`src/rtl/core/anbs_pkg.sv`:
```
`timescale 1ns / 1ps

package anbs_pkg;

   // Width of the fields that come from the stream and go into a result word.
   localparam int UNIT_LENGTH_W = 21;
   localparam int PREFIX_W      = 3;

   // Depth of the queue between the front and the back.
   localparam int QUEUE_DEPTH = 4;

   // Byte history after reset: all ones, so no zero byte has been seen.
   localparam logic [23:0] HISTORY_RESET = 24'hFF_FFFF;
   localparam logic [7:0]  START_CODE_END = 8'h01;

   // Start code lengths.
   localparam logic [PREFIX_W-1:0] PREFIX_NONE  = 3'd0;
   localparam logic [PREFIX_W-1:0] PREFIX_SHORT = 3'd3;
   localparam logic [PREFIX_W-1:0] PREFIX_LONG  = 3'd4;

   // Result status codes.
   localparam logic [1:0] STATUS_OK        = 2'd0;
   localparam logic [1:0] STATUS_BAD_PREFIX = 2'd1;
   localparam logic [1:0] STATUS_TOO_LONG  = 2'd2;

   typedef enum logic [1:0] {
      PHASE_PREFIX = 2'b01,
      PHASE_UNIT   = 2'b10
   } phase_type;

   typedef enum logic {
      EVT_CLOSE = 1'b0,
      EVT_BAD   = 1'b1
   } evt_kind_type;

   // Everything the back needs to turn one event into its result words,
   // apart from the byte count, whose width follows the length limit.
   typedef struct packed {
      evt_kind_type        kind;
      logic                dual;
      logic [PREFIX_W-1:0] trail;
      logic [PREFIX_W-1:0] prefix;
      logic [7:0]          header_byte;
      logic                header_seen;
   } evt_meta_type;

endpackage

```
`src/rtl/core/anbs_channels.sv`:
```
`timescale 1ns / 1ps

// Input channel: one stream byte per word.
interface anbs_req_if;
   logic       valid;
   logic       ready;
   logic [7:0] data_byte;
   logic       end_of_stream;

   modport source (output valid, output data_byte, output end_of_stream, input ready);
   modport sink (input valid, input data_byte, input end_of_stream, output ready);
endinterface

// Result channel: one unit descriptor per word.
interface anbs_rsp_if;
   logic        valid;
   logic        ready;
   logic [20:0] unit_length;
   logic [2:0]  prefix_length;
   logic        forbidden_zero;
   logic [1:0]  ref_idc;
   logic [4:0]  unit_type;
   logic        has_header;
   logic [1:0]  status;
   logic        last_in_run;

   modport source (
      output valid, output unit_length, output prefix_length, output forbidden_zero,
      output ref_idc, output unit_type, output has_header, output status,
      output last_in_run, input ready
   );
   modport sink (
      input valid, input unit_length, input prefix_length, input forbidden_zero,
      input ref_idc, input unit_type, input has_header, input status,
      input last_in_run, output ready
   );
endinterface

```
`src/rtl/core/anbs_queue.sv`:
```
`timescale 1ns / 1ps

module anbs_queue
   import anbs_pkg::*;
#(
   parameter int WIDTH = 8,
   parameter int DEPTH = 4
) (
   input  logic             clock,
   input  logic             reset,
   input  logic             push,
   input  logic [WIDTH-1:0] push_data,
   output logic             full,
   input  logic             pop,
   output logic [WIDTH-1:0] pop_data,
   output logic             empty
);

   localparam int PW = (DEPTH > 1) ? $clog2(DEPTH) : 1;
   localparam int CNTW = $clog2(DEPTH + 1);

   logic [WIDTH-1:0] slot_ff [DEPTH];
   logic [PW-1:0]    wr_ptr_ff, wr_ptr_in;
   logic [PW-1:0]    rd_ptr_ff, rd_ptr_in;
   logic [CNTW-1:0]  fill_ff, fill_in;
   logic             do_push, do_pop;

   assign full     = (fill_ff == CNTW'(DEPTH));
   assign empty    = (fill_ff == '0);
   assign do_push  = push && !full;
   assign do_pop   = pop && !empty;
   assign pop_data = slot_ff[rd_ptr_ff];

   always_comb begin
      wr_ptr_in = wr_ptr_ff;
      rd_ptr_in = rd_ptr_ff;
      fill_in   = fill_ff;
      if (do_push) begin
         wr_ptr_in = (wr_ptr_ff == PW'(DEPTH - 1)) ? '0 : wr_ptr_ff + 1'b1;
      end
      if (do_pop) begin
         rd_ptr_in = (rd_ptr_ff == PW'(DEPTH - 1)) ? '0 : rd_ptr_ff + 1'b1;
      end
      if (do_push && !do_pop) begin
         fill_in = fill_ff + 1'b1;
      end else if (do_pop && !do_push) begin
         fill_in = fill_ff - 1'b1;
      end
   end

   always_ff @(posedge clock) begin
      if (reset) begin
         wr_ptr_ff <= '0;
         rd_ptr_ff <= '0;
         fill_ff   <= '0;
      end else begin
         wr_ptr_ff <= wr_ptr_in;
         rd_ptr_ff <= rd_ptr_in;
         fill_ff   <= fill_in;
      end
   end

   always_ff @(posedge clock) begin
      if (do_push) begin
         slot_ff[wr_ptr_ff] <= push_data;
      end
   end

endmodule

```
`src/rtl/core/anbs_front.sv`:
```
`timescale 1ns / 1ps

module anbs_front
   import anbs_pkg::*;
#(
   parameter int MAX_UNIT_BYTES = 1048576,
   parameter int CW = $clog2(MAX_UNIT_BYTES + 6)
) (
   input  logic         clock,
   input  logic         reset,
   anbs_req_if.sink     req_chan,
   input  logic         queue_full,
   output logic         evt_push,
   output evt_meta_type evt_meta,
   output logic [CW-1:0] evt_count
);

   localparam logic [CW-1:0] COUNT_CAP = CW'(MAX_UNIT_BYTES + 5);

   logic [23:0]         hist_ff, hist_in;
   phase_type           phase_ff, phase_in;
   logic [1:0]          pcount_ff, pcount_in;
   logic [PREFIX_W-1:0] cur_pfx_ff, cur_pfx_in;
   logic [CW-1:0]       count_ff, count_in;
   logic [7:0]          hbyte_ff, hbyte_in;
   logic                hseen_ff, hseen_in;

   logic                accept;
   logic [7:0]          b;
   logic                eos;
   logic [2:0]          pc;
   logic                zero2, zero3, is_one;
   logic                four, three;
   logic [CW-1:0]       cnt_next;
   logic [PREFIX_W-1:0] sc;
   logic [7:0]          hbyte_now;

   assign req_chan.ready = !queue_full;
   assign accept = req_chan.valid && !queue_full;
   assign b      = req_chan.data_byte;
   assign eos    = req_chan.end_of_stream;

   assign pc       = {1'b0, pcount_ff} + 3'd1;
   assign zero2    = (hist_ff[15:0] == 16'h0000);
   assign zero3    = (hist_ff == 24'h00_0000);
   assign is_one   = (b == START_CODE_END);
   assign four     = zero3 && is_one;
   assign three    = !four && zero2 && is_one;
   assign sc       = four ? PREFIX_LONG : PREFIX_SHORT;
   assign cnt_next = (count_ff < COUNT_CAP) ? count_ff + 1'b1 : COUNT_CAP;
   assign hbyte_now = hseen_ff ? hbyte_ff : b;

   always_comb begin
      hist_in    = hist_ff;
      phase_in   = phase_ff;
      pcount_in  = pcount_ff;
      cur_pfx_in = cur_pfx_ff;
      count_in   = count_ff;
      hbyte_in   = hbyte_ff;
      hseen_in   = hseen_ff;

      evt_push              = 1'b0;
      evt_meta.kind         = EVT_CLOSE;
      evt_meta.dual         = 1'b0;
      evt_meta.trail        = PREFIX_NONE;
      evt_meta.prefix       = PREFIX_NONE;
      evt_meta.header_byte  = 8'h00;
      evt_meta.header_seen  = 1'b0;
      evt_count             = '0;

      if (accept) begin
         hist_in = {hist_ff[15:0], b};
         if (phase_ff != PHASE_UNIT) begin
            if ((pc == 3'd3) && zero2 && is_one) begin
               // Short start code: the unit opens, and closes at once at end of stream.
               phase_in   = PHASE_UNIT;
               pcount_in  = 2'd0;
               cur_pfx_in = PREFIX_SHORT;
               count_in   = CW'(PREFIX_SHORT);
               hbyte_in   = 8'h00;
               hseen_in   = 1'b0;
               if (eos) begin
                  evt_push        = 1'b1;
                  evt_meta.prefix = PREFIX_SHORT;
                  evt_count       = CW'(PREFIX_SHORT);
               end
            end else if (pc == 3'd4) begin
               if (zero3 && is_one) begin
                  phase_in   = PHASE_UNIT;
                  pcount_in  = 2'd0;
                  cur_pfx_in = PREFIX_LONG;
                  count_in   = CW'(PREFIX_LONG);
                  hbyte_in   = 8'h00;
                  hseen_in   = 1'b0;
                  if (eos) begin
                     evt_push        = 1'b1;
                     evt_meta.prefix = PREFIX_LONG;
                     evt_count       = CW'(PREFIX_LONG);
                  end
               end else begin
                  // Neither form matched: report four consumed bytes and restart.
                  evt_push      = 1'b1;
                  evt_meta.kind = EVT_BAD;
                  evt_count     = CW'(PREFIX_LONG);
               end
            end else begin
               phase_in  = PHASE_PREFIX;
               pcount_in = pc[1:0];
               if (eos) begin
                  evt_push      = 1'b1;
                  evt_meta.kind = EVT_BAD;
                  evt_count     = CW'(pc);
               end
            end
         end else begin
            hbyte_in = hbyte_now;
            hseen_in = 1'b1;
            count_in = cnt_next;
            if (four || three) begin
               // The start code just seen closes this unit and opens the next one.
               evt_push             = 1'b1;
               evt_meta.dual        = eos;
               evt_meta.trail       = sc;
               evt_meta.prefix      = cur_pfx_ff;
               evt_meta.header_byte = hbyte_now;
               evt_meta.header_seen = 1'b1;
               evt_count            = cnt_next;
               phase_in   = PHASE_UNIT;
               pcount_in  = 2'd0;
               cur_pfx_in = sc;
               count_in   = CW'(sc);
               hbyte_in   = 8'h00;
               hseen_in   = 1'b0;
            end else if (eos) begin
               evt_push             = 1'b1;
               evt_meta.prefix      = cur_pfx_ff;
               evt_meta.header_byte = hbyte_now;
               evt_meta.header_seen = 1'b1;
               evt_count            = cnt_next;
            end
         end

         // End of stream or a failed prefix returns the parser to its reset state.
         if (eos || (evt_push && (evt_meta.kind == EVT_BAD))) begin
            hist_in    = HISTORY_RESET;
            phase_in   = PHASE_PREFIX;
            pcount_in  = 2'd0;
            cur_pfx_in = PREFIX_NONE;
            count_in   = '0;
            hbyte_in   = 8'h00;
            hseen_in   = 1'b0;
         end
      end
   end

   always_ff @(posedge clock) begin
      if (reset) begin
         hist_ff    <= HISTORY_RESET;
         phase_ff   <= PHASE_PREFIX;
         pcount_ff  <= 2'd0;
         cur_pfx_ff <= PREFIX_NONE;
         count_ff   <= '0;
         hbyte_ff   <= 8'h00;
         hseen_ff   <= 1'b0;
      end else begin
         hist_ff    <= hist_in;
         phase_ff   <= phase_in;
         pcount_ff  <= pcount_in;
         cur_pfx_ff <= cur_pfx_in;
         count_ff   <= count_in;
         hbyte_ff   <= hbyte_in;
         hseen_ff   <= hseen_in;
      end
   end

endmodule

```
`src/rtl/core/anbs_back.sv`:
```
`timescale 1ns / 1ps

module anbs_back
   import anbs_pkg::*;
#(
   parameter int MAX_UNIT_BYTES = 1048576,
   parameter int CW = $clog2(MAX_UNIT_BYTES + 6)
) (
   input  logic          clock,
   input  logic          reset,
   input  logic [CW-1:0] limit,
   input  logic          evt_empty,
   input  evt_meta_type  evt_meta,
   input  logic [CW-1:0] evt_count,
   output logic          evt_pop,
   anbs_rsp_if.source    rsp_chan
);

   localparam logic [CW-1:0] COUNT_CAP = CW'(MAX_UNIT_BYTES + 5);

   logic                     second_ff, second_in;
   logic                     valid_ff, valid_in;
   logic [UNIT_LENGTH_W-1:0] len_ff, len_in;
   logic [PREFIX_W-1:0]      pfx_ff, pfx_in;
   logic [7:0]               hbyte_ff, hbyte_in;
   logic                     hdr_ff, hdr_in;
   logic [1:0]               status_ff, status_in;
   logic                     last_ff, last_in;

   logic                     load;
   logic [CW-1:0]            src_count;
   logic [PREFIX_W-1:0]      src_trail;
   logic [PREFIX_W-1:0]      src_pfx;
   logic                     src_hseen;
   logic [CW-1:0]            sub_len;
   logic                     over_limit;

   assign load = !valid_ff || rsp_chan.ready;

   // The second word of a pair is the unit made only of the closing start code.
   always_comb begin
      if (second_ff) begin
         src_count = CW'(evt_meta.trail);
         src_trail = PREFIX_NONE;
         src_pfx   = evt_meta.trail;
         src_hseen = 1'b0;
      end else begin
         src_count = evt_count;
         src_trail = evt_meta.trail;
         src_pfx   = evt_meta.prefix;
         src_hseen = evt_meta.header_seen;
      end
   end

   assign sub_len    = (src_count >= CW'(src_trail)) ? src_count - CW'(src_trail) : '0;
   assign over_limit = (sub_len > limit);

   always_comb begin
      valid_in  = valid_ff;
      second_in = second_ff;
      len_in    = len_ff;
      pfx_in    = pfx_ff;
      hbyte_in  = hbyte_ff;
      hdr_in    = hdr_ff;
      status_in = status_ff;
      last_in   = last_ff;
      evt_pop   = 1'b0;

      if (load) begin
         valid_in = !evt_empty;
         if (!evt_empty) begin
            hbyte_in = evt_meta.header_byte;
            if (evt_meta.kind == EVT_BAD) begin
               len_in    = UNIT_LENGTH_W'(evt_count);
               pfx_in    = PREFIX_NONE;
               hdr_in    = 1'b0;
               status_in = STATUS_BAD_PREFIX;
            end else if (src_count >= COUNT_CAP) begin
               // The counter saturated: the unit is reported at the limit.
               len_in    = UNIT_LENGTH_W'(limit);
               pfx_in    = src_pfx;
               hdr_in    = src_hseen;
               status_in = STATUS_TOO_LONG;
            end else begin
               len_in    = over_limit ? UNIT_LENGTH_W'(limit) : UNIT_LENGTH_W'(sub_len);
               pfx_in    = src_pfx;
               hdr_in    = src_hseen && (sub_len > CW'(src_pfx));
               status_in = over_limit ? STATUS_TOO_LONG : STATUS_OK;
            end
            if (evt_meta.dual && !second_ff) begin
               second_in = 1'b1;
               last_in   = 1'b0;
            end else begin
               second_in = 1'b0;
               last_in   = 1'b1;
               evt_pop   = 1'b1;
            end
         end
      end
   end

   always_ff @(posedge clock) begin
      if (reset) begin
         valid_ff  <= 1'b0;
         second_ff <= 1'b0;
      end else begin
         valid_ff  <= valid_in;
         second_ff <= second_in;
      end
   end

   always_ff @(posedge clock) begin
      len_ff    <= len_in;
      pfx_ff    <= pfx_in;
      hbyte_ff  <= hbyte_in;
      hdr_ff    <= hdr_in;
      status_ff <= status_in;
      last_ff   <= last_in;
   end

   assign rsp_chan.valid          = valid_ff;
   assign rsp_chan.unit_length    = len_ff;
   assign rsp_chan.prefix_length  = pfx_ff;
   assign rsp_chan.forbidden_zero = hdr_ff & hbyte_ff[7];
   assign rsp_chan.ref_idc        = hdr_ff ? hbyte_ff[6:5] : 2'b00;
   assign rsp_chan.unit_type      = hdr_ff ? hbyte_ff[4:0] : 5'b00000;
   assign rsp_chan.has_header     = hdr_ff;
   assign rsp_chan.status         = status_ff;
   assign rsp_chan.last_in_run    = last_ff;

endmodule

```
`src/rtl/core/annexb_nal_unit_splitter.sv`:
```
`timescale 1ns / 1ps

// Annex B NAL unit splitter. The block takes an H.264 Annex B byte stream one
// byte per word on req_chan and gives one descriptor word per NAL unit on
// rsp_chan: the unit length including its leading start code, the start code
// length (3 or 4), the forbidden, ref_idc and type fields of the first byte
// after the start code, a has_header flag and a status. Every unit must open
// with 00 00 01 or 00 00 00 01; a stream that does not gives a bad-prefix word
// holding the number of bytes the failed check consumed, and the check starts
// again. A unit closes at the next start code (the four-byte form wins) or at
// the byte flagged end_of_stream. A start code on the last byte gives two
// words, the closed unit and a unit made only of that start code; last_in_run
// marks the final word caused by one input byte. Lengths above the limit in
// csr_write_data (clipped to MAX_UNIT_BYTES) report the limit with the
// too-long status. The limit must be written only while the block is idle;
// the block itself does not enforce this. Rate: one byte is taken every clock
// while the result side keeps up. The front parser carries its whole state
// from byte to byte, and the result register emits one word per clock while
// rsp_chan is ready, so a byte that gives two words holds the result side for
// both; the four-entry event queue between them absorbs bursts.

module annexb_nal_unit_splitter
   import anbs_pkg::*;
#(
   parameter int MAX_UNIT_BYTES = 1048576
) (
   input  logic        clock,
   input  logic        reset,
   input  logic        csr_write_enable,
   input  logic [20:0] csr_write_data,
   anbs_req_if.sink    req_chan,
   anbs_rsp_if.source  rsp_chan
);

   // The byte counter must hold the saturation point, MAX_UNIT_BYTES + 5.
   localparam int CW = $clog2(MAX_UNIT_BYTES + 6);
   localparam int LW = (CW > UNIT_LENGTH_W) ? CW : UNIT_LENGTH_W;
   localparam int RESET_LIMIT = (MAX_UNIT_BYTES < 1000000) ? MAX_UNIT_BYTES : 1000000;
   localparam int QW = $bits(evt_meta_type) + CW;

   // The limit is stored already clipped, so it always fits the counter width.
   logic [CW-1:0] limit_ff, limit_in;
   logic [LW-1:0] wide_data;

   assign wide_data = LW'(csr_write_data);
   assign limit_in  = (wide_data < LW'(MAX_UNIT_BYTES)) ? CW'(wide_data)
                                                        : CW'(MAX_UNIT_BYTES);

   always_ff @(posedge clock) begin
      if (reset) begin
         limit_ff <= CW'(RESET_LIMIT);
      end else if (csr_write_enable) begin
         limit_ff <= limit_in;
      end
   end

   // Front: parses bytes and posts one event for each byte that closes a unit or fails the prefix check.
   logic         queue_full;
   logic         queue_empty;
   logic         evt_push;
   logic         evt_pop;
   evt_meta_type push_meta;
   logic [CW-1:0] push_count;
   evt_meta_type head_meta;
   logic [CW-1:0] head_count;
   logic [QW-1:0] head_word;

   anbs_front #(
      .MAX_UNIT_BYTES (MAX_UNIT_BYTES),
      .CW             (CW)
   ) u_front (
      .clock      (clock),
      .reset      (reset),
      .req_chan   (req_chan),
      .queue_full (queue_full),
      .evt_push   (evt_push),
      .evt_meta   (push_meta),
      .evt_count  (push_count)
   );

   anbs_queue #(
      .WIDTH (QW),
      .DEPTH (QUEUE_DEPTH)
   ) u_queue (
      .clock     (clock),
      .reset     (reset),
      .push      (evt_push),
      .push_data ({push_meta, push_count}),
      .full      (queue_full),
      .pop       (evt_pop),
      .pop_data  (head_word),
      .empty     (queue_empty)
   );

   assign head_meta  = evt_meta_type'(head_word[QW-1:CW]);
   assign head_count = head_word[CW-1:0];

   // Back: turns each event into one or two descriptor words.
   anbs_back #(
      .MAX_UNIT_BYTES (MAX_UNIT_BYTES),
      .CW             (CW)
   ) u_back (
      .clock     (clock),
      .reset     (reset),
      .limit     (limit_ff),
      .evt_empty (queue_empty),
      .evt_meta  (head_meta),
      .evt_count (head_count),
      .evt_pop   (evt_pop),
      .rsp_chan  (rsp_chan)
   );

endmodule
```
`src/flat_wrapper.sv`:
```
// flat-port wrapper written by rule: the top's interface ports become plain ports
module annexb_nal_unit_splitter_flat import anbs_pkg::*;
#(
   parameter int MAX_UNIT_BYTES = 1048576
)
  (clock, reset, csr_write_enable, csr_write_data, req_chan_valid, req_chan_data_byte, req_chan_end_of_stream, req_chan_ready, rsp_chan_valid, rsp_chan_unit_length, rsp_chan_prefix_length, rsp_chan_forbidden_zero, rsp_chan_ref_idc, rsp_chan_unit_type, rsp_chan_has_header, rsp_chan_status, rsp_chan_last_in_run, rsp_chan_ready);
  anbs_req_if req_chan_i ();
  anbs_rsp_if rsp_chan_i ();
  input  logic clock;
  input  logic reset;
  input  logic csr_write_enable;
  input  logic [20:0] csr_write_data;
  input wire logic [$bits(req_chan_i.valid)-1:0] req_chan_valid;
  input wire logic [$bits(req_chan_i.data_byte)-1:0] req_chan_data_byte;
  input wire logic [$bits(req_chan_i.end_of_stream)-1:0] req_chan_end_of_stream;
  output wire logic [$bits(req_chan_i.ready)-1:0] req_chan_ready;
  output wire logic [$bits(rsp_chan_i.valid)-1:0] rsp_chan_valid;
  output wire logic [$bits(rsp_chan_i.unit_length)-1:0] rsp_chan_unit_length;
  output wire logic [$bits(rsp_chan_i.prefix_length)-1:0] rsp_chan_prefix_length;
  output wire logic [$bits(rsp_chan_i.forbidden_zero)-1:0] rsp_chan_forbidden_zero;
  output wire logic [$bits(rsp_chan_i.ref_idc)-1:0] rsp_chan_ref_idc;
  output wire logic [$bits(rsp_chan_i.unit_type)-1:0] rsp_chan_unit_type;
  output wire logic [$bits(rsp_chan_i.has_header)-1:0] rsp_chan_has_header;
  output wire logic [$bits(rsp_chan_i.status)-1:0] rsp_chan_status;
  output wire logic [$bits(rsp_chan_i.last_in_run)-1:0] rsp_chan_last_in_run;
  input wire logic [$bits(rsp_chan_i.ready)-1:0] rsp_chan_ready;
  assign req_chan_i.valid = req_chan_valid;
  assign req_chan_i.data_byte = req_chan_data_byte;
  assign req_chan_i.end_of_stream = req_chan_end_of_stream;
  assign req_chan_ready = req_chan_i.ready;
  assign rsp_chan_valid = rsp_chan_i.valid;
  assign rsp_chan_unit_length = rsp_chan_i.unit_length;
  assign rsp_chan_prefix_length = rsp_chan_i.prefix_length;
  assign rsp_chan_forbidden_zero = rsp_chan_i.forbidden_zero;
  assign rsp_chan_ref_idc = rsp_chan_i.ref_idc;
  assign rsp_chan_unit_type = rsp_chan_i.unit_type;
  assign rsp_chan_has_header = rsp_chan_i.has_header;
  assign rsp_chan_status = rsp_chan_i.status;
  assign rsp_chan_last_in_run = rsp_chan_i.last_in_run;
  assign rsp_chan_i.ready = rsp_chan_ready;
  annexb_nal_unit_splitter #(.MAX_UNIT_BYTES(MAX_UNIT_BYTES)) u_core (.clock(clock), .reset(reset), .csr_write_enable(csr_write_enable), .csr_write_data(csr_write_data), .req_chan(req_chan_i), .rsp_chan(rsp_chan_i));
endmodule
```
`config.mk`:
```
export PLATFORM = sky130hd
export DESIGN_NAME = annexb_nal_unit_splitter_flat
export DESIGN_NICKNAME = d
export VERILOG_FILES = /design/src/rtl/core/anbs_pkg.sv /design/src/rtl/core/anbs_channels.sv /design/src/rtl/core/anbs_queue.sv /design/src/rtl/core/anbs_front.sv /design/src/rtl/core/anbs_back.sv /design/src/rtl/core/annexb_nal_unit_splitter.sv /design/src/flat_wrapper.sv
export SDC_FILE = /design/constraint.sdc
export NUM_CORES = 1
export LEC_CHECK = 0
export BUFFER_PORTS_ARGS = -buffer_cell sky130_fd_sc_hd__buf_4
export CORE_AREA = 5 5 228 119
export CTS_CLUSTER_SIZE = 14
export DETAILED_ROUTE_END_ITERATION = 12
export DIE_AREA = 0 0 233 124
export PLACE_DENSITY = 0.72
export SLEW_MARGIN = 25
export SYNTH_ARGS = -nofsm -noshare
export SYNTH_HDL_FRONTEND = slang
export SYNTH_HIERARCHICAL = 1
export SYNTH_SLANG_ARGS = --single-unit
```
`constraint.sdc`:
```
create_clock -name clock -period 6.55 [get_ports clock]
set_clock_uncertainty 0.15 [all_clocks]
set_input_delay 0.9825 -clock clock [delete_from_list [all_inputs] [get_ports clock]]
set_output_delay 0.9825 -clock clock [all_outputs]
set_load 0.05 [all_outputs]
```
=== Word level (Yosys, flattened, before mapping) ===
Memory sizes are Yosys's and may differ from the RTL's. A register that Yosys moved wholly into a read port is not among the register bits.
Index checks and enable logic that the tools add are counted.
Widths: inputs -> output; s select.

* Bits in writable memories: 152
* Logic and storage cells: 178
* Register bits: 127
* Input bits: 35
* Memories: 1
* Output and inout port bits: 38

{| class="wikitable"
|+ Memory list
! memory !! words !! width !! read ports !! clocked after Yosys merged registers in !! wr ports !! RTL line !! RTL
|-
| u_core.u_queue.slot_ff || 4 || 38 || 1 || 1 || 1 || anbs_queue.sv:22 || <nowiki>logic [WIDTH-1:0] slot_ff [DEPTH];</nowiki>
|}

* Multiplexer cells: 101
* Reductions and logical operators: 32
* Magnitude comparators: 6
* Add/subtract/negate cells: 7
* Bitwise operators: 2
* Equality and inequality tests: 10

{| class="wikitable"
|+ Operator list
! kind !! count
|-
| $mux 21 || 20
|-
| $mux 8 || 7
|-
| $mux 3 || 18
|-
| $lt 21x21->1 const B || 2
|-
| $mux 2 || 21
|-
| $mux 1 || 27
|-
| $logic_not 24->1 || 1
|-
| $mux 12 || 2
|-
| $mux 24 || 1
|-
| $add 21x1->21 const B || 1
|-
| $ge 21x21->1 const B || 1
|-
| $ge 21x3->1 || 1
|-
| $gt 21x21->1 || 1
|-
| $gt 21x3->1 || 1
|-
| $sub 21x3->21 || 1
|-
| $mux 17 || 1
|-
| $logic_not 16->1 || 1
|-
| $logic_and 1x1->1 || 13
|-
| $mux 9 || 1
|-
| $eq 8x1->1 const B || 1
|-
| $mux 4 || 2
|-
| $logic_not 1->1 || 7
|-
| $eq 3x3->1 const B || 2
|-
| $reduce_and 3->1 || 2
|-
| 19 further kinds || 23
|}

=== Logic depth before layout (Yosys ltp) ===
Gate-level depths: netlist of run 1.

* Depth after elaboration: 15
* Mapped depth: 24
* Depth with buffers taken out: 18

=== Modules after synthesis ===
The synthesis of run 1 kept the hierarchy.

{| class="wikitable"
|+ Modules (own cells, without submodules)
! module !! instances !! seq. area each (µm²) !! cells an instance !! area an instance (µm²)
|-
| anbs_queue || 1 || 4744.6 || 248 || 5973.2
|-
| anbs_back || 1 || 1121.1 || 387 || 3403.3
|-
| anbs_front || 1 || 1201.2 || 424 || 3274.4
|-
| annexb_nal_unit_splitter || 1 || 420.4 || 78 || 807.0
|}

=== Worst setup path before layout of run 1 ===
Ideal clock, no wire load.

* Path kind: register -> register
* From: register with a tool-made name
* To: register u_core.u_back.len_ff[13], in the netlist u_core/u_back/rsp_chan.unit_length[13] (data pin)
* Setup slack: 1.316 ns
* Data arrival time: 4.827 ns
* Clock period less this slack: 5.234 ns
* Setup time: 0.258 ns
* Buffers on the path: 5
* Required time: 6.142 ns
* Stages on the path, launching flop included: 23
* Cell sequence: dfxtp_1 buf_6 buf_6 mux4_2 mux2i_1 ha_1 inv_1 fa_1 a21o_1 or2_1 buf_2 o21ai_0 and2_1 ha_1 a211oi_1 o21ai_0 o311ai_0 nand4_1 and2_1 buf_2 clkbuf_1 a21oi_1 a21oi_1

{| class="wikitable"
|+ RTL lines
! what !! RTL line !! RTL
|-
| to (signal assigned) || anbs_back.sv:113 || <nowiki>len_ff <= len_in;</nowiki>
|-
| to (decl) || anbs_back.sv:23 || <nowiki>logic [UNIT_LENGTH_W-1:0] len_ff, len_in;</nowiki>
|}

==> run metrics, run 1 <==
Synth area leader=edfxtp_1; critical path class=reg2reg; 1st-pass router iterations=5; FMAX=162 MHz; clk root buf=clkbuf_16; Worst Setup End Kind=register; nets@finish=1258; crit path DAT=6400 ps; Starting DRT DRC Count=1211; Worst Setup EP=u_core/u_back/rsp_chan.unit_length[5]; Avg Inst Size Synth=11.8 um^2; DRT antenna net count=0; via count=9679; fin util=0.603; Hold Vio Cnt, Final=0; Cell Pwr Density=419 nW/um^2; initial antenna violation count=0; switching part of the total=0.394; CTS buffer count=25; worst vdd ir=238 uV; Die Area=28900 um^2; first-pass GRT wire length=51.8 mm; DP Wirelength=23.4 mm; filler cell count=2019; layout cell share with drive strength beyond 1=0.169; P_sw=2470 uW; Reg area=7490 um^2; part of the power in registers=0.366; main combinational cell family by area after synthesis=simple AND/OR/NAND/NOR gates; Diodes inserted=0; Post-Synth Adder-Cell Area=0.0364; core area=24800 um^2; per-cell routed wire length=21.3 um; Cell Area, Synth=13500 um^2; commonest non-fill, non-tap cell in the layout=edfxtp_1; Period minus WS final=6180 ps; Worst R2R Path Depth=18; post-synthesis compound-gate area fraction=0.120; Post-Syn Nets=1210; total track usage=0.228; share of flip-flops with an asynchronous set or reset=0; Min-Delay Path Class=reg2reg; post-synth cell types=88; Congestion Overflow GR=0; P_int=3800 uW; Residual DRC=0; Seq/Total Area, Yosys=0.556; worst endpoint required time=6770 ps; Yosys top cell area share=0.419; endpoints failing setup=0; gp weighted congestion=0.921; most frequent cells in the layout=edfxtp_1 (188), nand2_1 (105), dfxtp_1 (91), buf_4 (86), a21oi_1 (80); multiplexer share of the synthesized area=0.0819; fin crit share=0.943; relative slew slack=0.297; total negative slack=0 ps; Cells after Synth=1137; MaxCap Viol Count=0; port buffer count=72; synth top area cells=edfxtp_1 (42%), dfxtp_1 (14%), mux4_2 (6.4%), ha_1 (3.3%), a21oi_1 (3.0%); H-Tree Depth=1; dominant synthesized flop cell=edfxtp_1; number of setup buffers added after CTS=0; row cnt=41; terminus of the critical flop-to-flop path=u_core/u_back/rsp_chan.unit_length[5]; RSZ-0062 raised after global routing=false; aggregate routed wire length=32.9 mm; Clock Latency Late Sink=550 ps; largest net degree at the start of global routing=52; die height=124 um; vias in the first global route=8871; Pins Over Slew Limit=0; clk buf depth=3; post-synthesis register bit count=280; effective utilization at floorplan=0.542; Yosys warnings=6; number of flops mapped to enable cells by yosys=188; Worst-path clk slew=60 ps; Layout area overhead=11.2%; simple-gate share of the synthesized area=0.150; xor/xnor share of the synthesized area=0.0143; Multi-input gate area=5430 um^2; CP max FO=18; Clock power frac=0.218; Vias per Instance=6.25; worst slew pin tran=1050 ps; CTS sink cnt=280; Comb power frac=0.416; Setup crit start kind=register; CTS tree=built; io pins=73; status=finished, final reports clean; Worst R2R Setup Slack=370 ps; chip width=233 um; Pleak=0.00525 uW
-- worst max-delay path, cell delays in order, from the launching register on --
cell and delay [ps]:
dfxtp_4 520, mux4_2 590, mux2i_1 230, ha_1 240
inv_1 80, fa_1 450, a21o_1 260, or2_1 430
o211ai_1 270, o311ai_1 190, and2_1 260, ha_1 310
nand4_1 220, nor3_1 370, o311ai_0 330, nand4_1 260
and2_2 450, a21oi_1 120, a21oi_1 250
-- worst min path at each step --
stage	start	to	slack [ps]	cells past startpoint
after detailed placement	u_core/u_front/hbyte_ff[4]	u_core/u_front/hbyte_ff[4]	310	2
final	u_core/u_front/hbyte_ff[7]	u_core/u_front/hbyte_ff[7]	320	2
after CTS	u_core/u_front/hbyte_ff[4]	u_core/u_front/hbyte_ff[4]	320	2
after floorplan	u_core/u_front/phase_ff[1]	u_core/u_front/phase_ff[1]	300	2
after global placement	u_core/u_front/phase_ff[1]	u_core/u_front/phase_ff[1]	300	2
after global routing	u_core/u_front/hbyte_ff[7]	u_core/u_front/hbyte_ff[7]	340	2
-- logic make-up (layout without fill, tap and decap cells) --
| group | count (synthesis) | in the layout |
|---|---|---|
| flops | 280 | 280 |
| simple gates | 382 | 382 |
| fa+ha+maj | 38 | 38 |
| mux | 62 | 62 |
| buf+inv | 119 | 186 |
| compound gates | 234 | 234 |
| xor+xnor | 22 | 22 |
-- cells in the mapped netlist, drive strengths merged, types with 6 or more instances --
| library cell | number |
|---|---|
| a21o | 7 |
| a21oi | 82 |
| a221o | 7 |
| a22oi | 8 |
| a31oi | 20 |
| a32o | 6 |
| and2 | 19 |
| and3 | 9 |
| buf | 40 |
| clkbuf | 26 |
| dfxtp | 92 |
| edfxtp | 188 |
| ha | 36 |
| inv | 51 |
| mux2i | 19 |
| mux4 | 38 |
| nand2 | 105 |
| nand2b | 25 |
| nand3 | 19 |
| nand3b | 14 |
| nand4 | 13 |
| nor2 | 78 |
| nor2b | 24 |
| nor3 | 25 |
| nor4 | 21 |
| o211ai | 11 |
| o21ai | 18 |
| o22ai | 25 |
| o311ai | 6 |
| o31ai | 6 |
| o32ai | 11 |
| or3 | 8 |
| xnor2 | 13 |
| xor2 | 9 |
-- flip-flops by register name (all words and copies together), names as in the netlist, 3 cells and up, named ones only --
signal	cells
u_core/u_queue/slot_ff	152
u_core/u_front/hist_ff	24
u_core/limit_ff	21
u_core/u_back/rsp_chan.unit_length	21
u_core/u_front/count_ff	21
u_core/u_back/hbyte_ff	8
u_core/u_front/hbyte_ff	8
u_core/u_back/rsp_chan.prefix_length	3
u_core/u_queue/fill_ff	3
-- routing by layer --
| metal | global-route usage | up-vias | part of all wire | wire [um] |
|---|---|---|---|---|
| li1 | - | 4378 | - | - |
| met1 | 0.384 | 4761 | 0.50 | 16300 |
| met2 | 0.296 | 501 | 0.39 | 12700 |
| met3 | 0.0544 | 39 | 0.11 | 3500 |
| met4 | 0.0350 | 0 | 0.013 | 436 |
| met5 | 0 | - | 0 | 0 |
-- per-stage QoR --
step / instances / total power, uW / hold WS (ps) / cell area [um^2] / setup WS, ps
global route: 1548 / 6590 / 339 / 15000 / 113
CTS: 1548 / 6260 / 325 / 15000 / 167
floorplan: 1137 / 4170 / 295 / 13500 / 1320
global placement: 1502 / 4860 / 304 / 14200 / 359
detailed placement: 1502 / 4880 / 314 / 14200 / 229
finish: 1548 / 6280 / 325 / 15000 / 373
-- area by class of cell --
type                            instances  share of cell area
Timing Repair Buffer                   87              0.0445
Multi-Input combinational cell        738               0.363
Clock buffer                           38              0.0464
Inverter                               53              0.0136
Clock inverter                          8             0.00301
Tap cell                              344              0.0288
Sequential cell                       280               0.501
-- what timing repair did --
action,in CTS,in global routing
gates resized for setup,0,3
hold buffers,0,0
endpoints found under the setup margin,0,20
-- power by group through the flow --
stage | registers [uW] | logic, uW | clock network [uW]
after floorplan | 2620 | 1550 | 0
after global routing | 2320 | 2800 | 1470
after global placement | 2330 | 2530 | 0
final | 2300 | 2610 | 1370
after CTS | 2300 | 2560 | 1400
after detailed placement | 2330 | 2550 | 0
No activity file was read; power rests on OpenSTA's default activity.
==> inputs of run 2 (changes only) <==
--- a/config.mk
+++ b/config.mk
@@ -11,6 +11,7 @@
 export DETAILED_ROUTE_END_ITERATION = 12
 export DIE_AREA = 0 0 233 124
 export PLACE_DENSITY = 0.72
+export RECOVER_POWER = 50
 export SLEW_MARGIN = 25
 export SYNTH_ARGS = -nofsm -noshare
 export SYNTH_HDL_FRONTEND = slang
==> constraint.sdc (replaced) <==
create_clock -name clock -period 6.8 [get_ports clock]
set_clock_uncertainty 0.15 [all_clocks]
set_input_delay 1.02 -clock clock [delete_from_list [all_inputs] [get_ports clock]]
set_output_delay 1.02 -clock clock [all_outputs]
set_load 0.05 [all_outputs]
==> run 2 against run 1 <==
Against the previous run: the run now ends with max-capacitance violations, max-slew violations left; clock power shrank 4%; fmax grew 0.85%; combinational power shrank 8.0%; sequential power shrank 3%; critical path depth shrank 1; sequential cell count is the same; register-to-register slack gained 300 ps; die area is the same; critical path type unchanged; critical endpoint is now u_core/u_back/rsp_chan.unit_length[17]; largest power group unchanged; highest routed layer unchanged.
==> run metrics, run 2 (synthesized netlist as in run 1, its figures left out) <==
Top delay family on crit path=compound AO/OA/AOI/OAI gates; vias in the first global route=8566; Layout area overhead=9.57%; row cnt=41; Hold Vio Cnt, Final=0; clk root buf=clkbuf_16; RSZ-0062 raised after global routing=false; Pins Over Slew Limit=39; cts hold-fix bufs=0; filler cell count=2048; nets@finish=1252; relative slew slack=-0.615; core area=24800 um^2; DP Area=14200 um^2; via count=9391; first-pass GRT wire length=51.1 mm; FMAX=163 MHz; Vias per Instance=6.10; Residual DRC=0; H-Tree Depth=1; crit path DAT=6220 ps; Congestion Overflow GR=0; aggregate routed wire length=32.7 mm; failing checks=max-capacitance violations, max-slew violations; Final Cell Area=14700 um^2; most frequent cells in the layout=edfxtp_1 (188), nand2_1 (105), dfxtp_1 (91), a21oi_1 (80), nor2_1 (76); Period minus WS final=6120 ps; CTS buffer count=25; worst vdd ir=174 uV; worst endpoint required time=6890 ps; number of setup buffers added after CTS=0; chip width=233 um; CTS tree=built; gp weighted congestion=1.00; io pins=73; layout cell share with drive strength beyond 1=0.127; endpoints failing setup=0; critical path class=reg2reg; fin crit share=0.901; clk buf depth=3; DP Wirelength=23.2 mm; Pleak=0.00504 uW; CP max FO=18; CTS sink cnt=280; largest net degree at the start of global routing=47; WP buf/inv=1; Largest Register=u_core/u_queue/slot_ff; worst slew pin tran=2420 ps; number of flip-flops in the largest register=152; initial antenna violation count=1; cell mode on critical path=o21ai_0; Die Area=28900 um^2; commonest non-fill, non-tap cell in the layout=edfxtp_1; status=finished, violations left; Setup crit start kind=register; worst path cell trace=mux4_2 > mux2i_1 > ha_1 > inv_1 > fa_1 > a21o_1 > or2_1 > o21ai_0 > and2_1 > ha_1 > a211oi_1 > o21ai_0 > o311ai_0 > nand4_1 > and2_2 > o21ai_0 > o21ai_0; Largest regs=u_core/u_queue/slot_ff: 152 flops, u_core/u_front/hist_ff: 24 flops; Worst R2R Setup Slack=680 ps; die height=124 um; per-cell routed wire length=21.2 um; Worst path max stage delay=680 ps; MaxCap Viol Count=1; Worst-path clk slew=70 ps; Starting DRT DRC Count=1246; port buffer count=72; effective utilization at floorplan=0.542; Cell Pwr Density=402 nW/um^2; Min-Delay Path Class=reg2reg; Diodes inserted=0; Worst Setup End Kind=register; Critical Path Slowest Stage Cell=dfxtp_2; Clock Latency Late Sink=530 ps; total negative slack=0 ps; DRT antenna net count=0; total track usage=0.226; Tot Pwr=5930 uW; 1st-pass router iterations=5
run 2: cell count changes in the layout (fill, tap and decap cells not counted), sizes merged:
cell / before / now
clkinv: 8 / 5
bufinv: 0 / 1
clkbuf: 38 / 74
buf: 87 / 44
run 2: layout make-up:
| cell class | instances | area (um^2) | area share |
|---|---|---|---|
| clock buffers | 37 | 671 | 0.0455 |
| clock inverters | 6 | 57.6 | 0.00390 |
| inverters | 53 | 200 | 0.0136 |
| multi-input cells | 738 | 5410 | 0.367 |
| flip-flops and latches | 280 | 7490 | 0.508 |
| well taps | 344 | 430 | 0.0292 |
| repair buffers | 81 | 485 | 0.0329 |
run 2: worst paths after layout:
check / startpoint / to / cells after the start
min reg2reg: u_core/u_front/hbyte_ff[3] / u_core/u_front/hbyte_ff[3] / 2
max reg2reg: register / u_core/u_back/rsp_chan.unit_length[17] / 17
max: register / u_core/u_back/rsp_chan.unit_length[17] / 17
min: u_core/u_front/hbyte_ff[3] / u_core/u_front/hbyte_ff[3] / 2
run 2: what timing repair did:
item,4_1_cts,5_1_grt
endpoints found under the setup margin,0,1
resized for setup,0,1
endpoints found under the hold margin,0,0
run 2: worst min-delay path, stage by stage (launching register included):
cell     delay, ps
dfxtp_1        310
inv_1           40
o32ai_1         70
run 2: stage by stage:
step	utilization	hold WS, ps	setup slack (ps)	std cells
2_1_floorplan	-	295	1570	1137
3_3_place_gp	0.571	303	806	1496
3_5_place_dp	0.571	314	648	1496
4_1_cts	0.600	325	617	1539
5_1_grt	0.594	346	251	1539
6_report	0.594	325	675	1539
run 2: layer usage:
layer / share of wire / track usage / vias to the layer above
met2: 0.39 / 0.294 / 416
met3: 0.10 / 0.0597 / 25
li1: - / - / 4354
met5: 0 / 0 / -
met1: 0.50 / 0.381 / 4596
met4: 0.0093 / 0.0295 / 0
run 2: report_power, final:
group          switching (uW)  internal [uW]  leakage, uW
combinational            1640            757      0.00205
clock                     598            720     0.000351
sequential                114           2110      0.00264
total                    2350           3580      0.00504
==> inputs of run 3 (changes only) <==
--- a/config.mk
+++ b/config.mk
@@ -6,14 +6,13 @@
 export NUM_CORES = 1
 export LEC_CHECK = 0
 export BUFFER_PORTS_ARGS = -buffer_cell sky130_fd_sc_hd__buf_4
-export CORE_AREA = 5 5 228 119
+export CORE_AREA = 5 5 224 117
 export CTS_CLUSTER_SIZE = 14
 export DETAILED_ROUTE_END_ITERATION = 12
-export DIE_AREA = 0 0 233 124
+export DIE_AREA = 0 0 229 122
 export PLACE_DENSITY = 0.72
 export RECOVER_POWER = 50
 export SLEW_MARGIN = 25
 export SYNTH_ARGS = -nofsm -noshare
 export SYNTH_HDL_FRONTEND = slang
-export SYNTH_HIERARCHICAL = 1
 export SYNTH_SLANG_ARGS = --single-unit
==> run 3 against run 2 <==
Against the previous run: the flow still finishes with violations (max-capacitance violations, max-slew violations); utilization is 0.24 points higher; clock power barely moved; final cell count about the same; register-to-register slack worse by 100 ps; sequential power decreased by 6%; combinational power up 5%; via count is 1.7% higher; first-iteration DRC count is 5.8% higher; count of clock-buffer cells in the layout decreased by 2; hold slack improved by 14 ps; critical endpoint is now u_core.u_back.rsp_chan.unit_length[12]; largest power group unchanged.
==> run metrics, run 3 <==
Seq/Total Area, Yosys=0.554; gp weighted congestion=0.932; most frequent cell after synthesis=edfxtp_1; number of flip-flops in the largest register=144; Period minus WS final=6230 ps; nets@finish=1271; core area=24400 um^2; number of flops mapped to enable cells by yosys=179; aggregate routed wire length=31.8 mm; Worst R2R Setup Slack=570 ps; worst endpoint required time=6940 ps; Die Area=27900 um^2; Residual DRC=0; Yosys top cell area share=0.413; synth top area cells=edfxtp_1 (41%), dfxtp_1 (14%), mux4_2 (5.2%), nor2_1 (4.3%), ha_1 (3.5%); FMAX=161 MHz; Diodes inserted=0; commonest non-fill, non-tap cell in the layout=edfxtp_1; layout cell share with drive strength beyond 1=0.113; status=finished, violations left; Cell Pwr Density=409 nW/um^2; Worst-path clk slew=60 ps; via count=9551; RSZ-0062 raised after global routing=false; non-filler cells, final=1538; Hold Crit Depth=2; terminus of the critical flop-to-flop path=u_core.u_back.rsp_chan.unit_length[12]; vias in the first global route=8607; row cnt=41; Min-Delay Path Class=reg2reg; synth cell count leaders=edfxtp_1 (179), nor2_1 (149), dfxtp_1 (92); fin util=0.596; 1st-pass router iterations=8; MaxCap Viol Count=2; CTS tree=built; critical path class=reg2reg; per-cell routed wire length=20.7 um; port buffer count=72; Multi-input gate area=5410 um^2; met3 GRT Util=0.0547; Clock Latency Late Sink=540 ps; Setup crit start kind=register; filler cell count=1955; endpoints failing setup=0; placed insts=1493; Tot Pwr=5940 uW; CTS sink cnt=271; most frequent cells in the layout=edfxtp_1 (179), nor2_1 (148), dfxtp_1 (92), nand2_1 (75), o21ai_0 (57); Hold Vio Cnt, Final=0; post-synth cell types=72; clk root buf=clkbuf_16; H-Tree Depth=1; Worst Setup End Kind=register; share of flip-flops with an asynchronous set or reset=0; Yosys warnings=0; GRT Max-Usage Layer=met1; Layout area overhead=11.6%; initial antenna violation count=0; Cells after Synth=1145; Largest regs=u_core.u_queue.slot_ff: 144 flops, u_core.u_front.hist_ff: 24 flops; worst slew pin tran=4170 ps; relative slew slack=-1.78; Cell Area, Synth=13000 um^2; effective utilization at floorplan=0.534; CP max FO=20; die height=122 um; met2 GRT Util=0.287; worst vdd ir=325 uV; Pins Over Slew Limit=130; first-pass GRT wire length=50.0 mm; Largest Register=u_core.u_queue.slot_ff; io pins=73; clk buf depth=3; DP Wirelength=22.6 mm; Avg Inst Size Synth=11.4 um^2; fin crit share=0.916; dominant synthesized flop cell=edfxtp_1; chip width=229 um; total negative slack=0 ps; Pleak=0.00513 uW; post-synthesis register bit count=271; Congestion Overflow GR=0; Vias per Instance=6.21; Post-CTS Resized=0; Worst Hold End=u_core.u_front.cur_pfx_ff[1]; failing checks=max-capacitance violations, max-slew violations; Worst R2R Path Depth=21; GRT met1 Usage=0.383; cts hold-fix bufs=0; Reg area=7220 um^2; Starting DRT DRC Count=1318; number of setup buffers added after CTS=0; Synth area leader=edfxtp_1; total track usage=0.225; DRT antenna net count=0; largest net degree at the start of global routing=91; HP Start=u_core.u_front.cur_pfx_ff[1]; Post-Syn Nets=1218; CTS buffer count=25; crit path DAT=6360 ps
## run 3: worst max-delay path, cell delays in order, from the launching register on
cell	delay, ps
dfxtp_1	470
buf_4	350
mux4_2	600
a21boi_0	220
ha_1	210
nor2b_1	60
o21a_1	230
or2_2	380
a31oi_1	340
nor2b_1	180
buf_4	270
o21ba_2	210
ha_1	290
nand4_1	110
nor2_1	380
o2111ai_1	180
a31o_2	250
o211ai_1	140
a21oi_2	100
buf_4	210
nor2b_1	210
a221o_1	410
## run 3: cell type report
type	count	area share
sequential	271	0.497
inverter	36	0.00930
timing repair buffer	94	0.0407
tap	322	0.0277
clock buffer	35	0.0477
multi-input combinational	770	0.373
clock inverter	10	0.00534
## run 3: cell families (layout without fill, tap and decap cells)
| logic type | after synthesis | after routing | share of synthesized area |
|---|---|---|---|
| AO/OA/AOI/OAI | 240 | 240 | 0.124 |
| buffers and inverters | 104 | 175 | 0.0320 |
| adder cells (fa/ha/maj) | 38 | 38 | 0.0377 |
| flip-flops | 271 | 271 | 0.554 |
| multiplexers | 66 | 66 | 0.0874 |
| AND/OR/NAND/NOR | 406 | 406 | 0.152 |
| XOR/XNOR | 20 | 20 | 0.0135 |
## run 3: metal layers
metal	routed length (um)	vias up	share of wire
li1	-	4402	-
met4	422	0	0.013
met3	3480	50	0.11
met5	0	-	0
met2	12200	500	0.38
met1	15700	4599	0.49
## run 3: how the worst max path moves through the flow
stage,startpoint,endpoint,slack (ps),cells past startpoint
global route,register,u_core.u_back.rsp_chan.unit_length[9],280,21
floorplan,register,u_core.u_back.rsp_chan.unit_length[15],820,27
global placement,register,u_core.u_back.rsp_chan.unit_length[2],1000,21
CTS,register,u_core.u_back.rsp_chan.unit_length[9],790,20
detailed placement,register,u_core.u_back.rsp_chan.unit_length[12],820,20
finish,register,u_core.u_back.rsp_chan.unit_length[12],570,21
## run 3: stage by stage
step,setup slack (ps),area (um^2),hold slack [ps]
6_report,573,14500,339
5_1_grt,279,14500,365
4_1_cts,795,14700,337
3_5_place_dp,824,13900,325
3_3_place_gp,997,13900,320
2_1_floorplan,825,13000,299
## run 3: power by group
| part | total [uW] | switching (uW) | internal [uW] |
|---|---|---|---|
| sequential | 2080 | 85.8 | 2000 |
| combinational | 2510 | 1700 | 818 |
| clock | 1340 | 596 | 749 |
| total | 5940 | 2380 | 3560 |
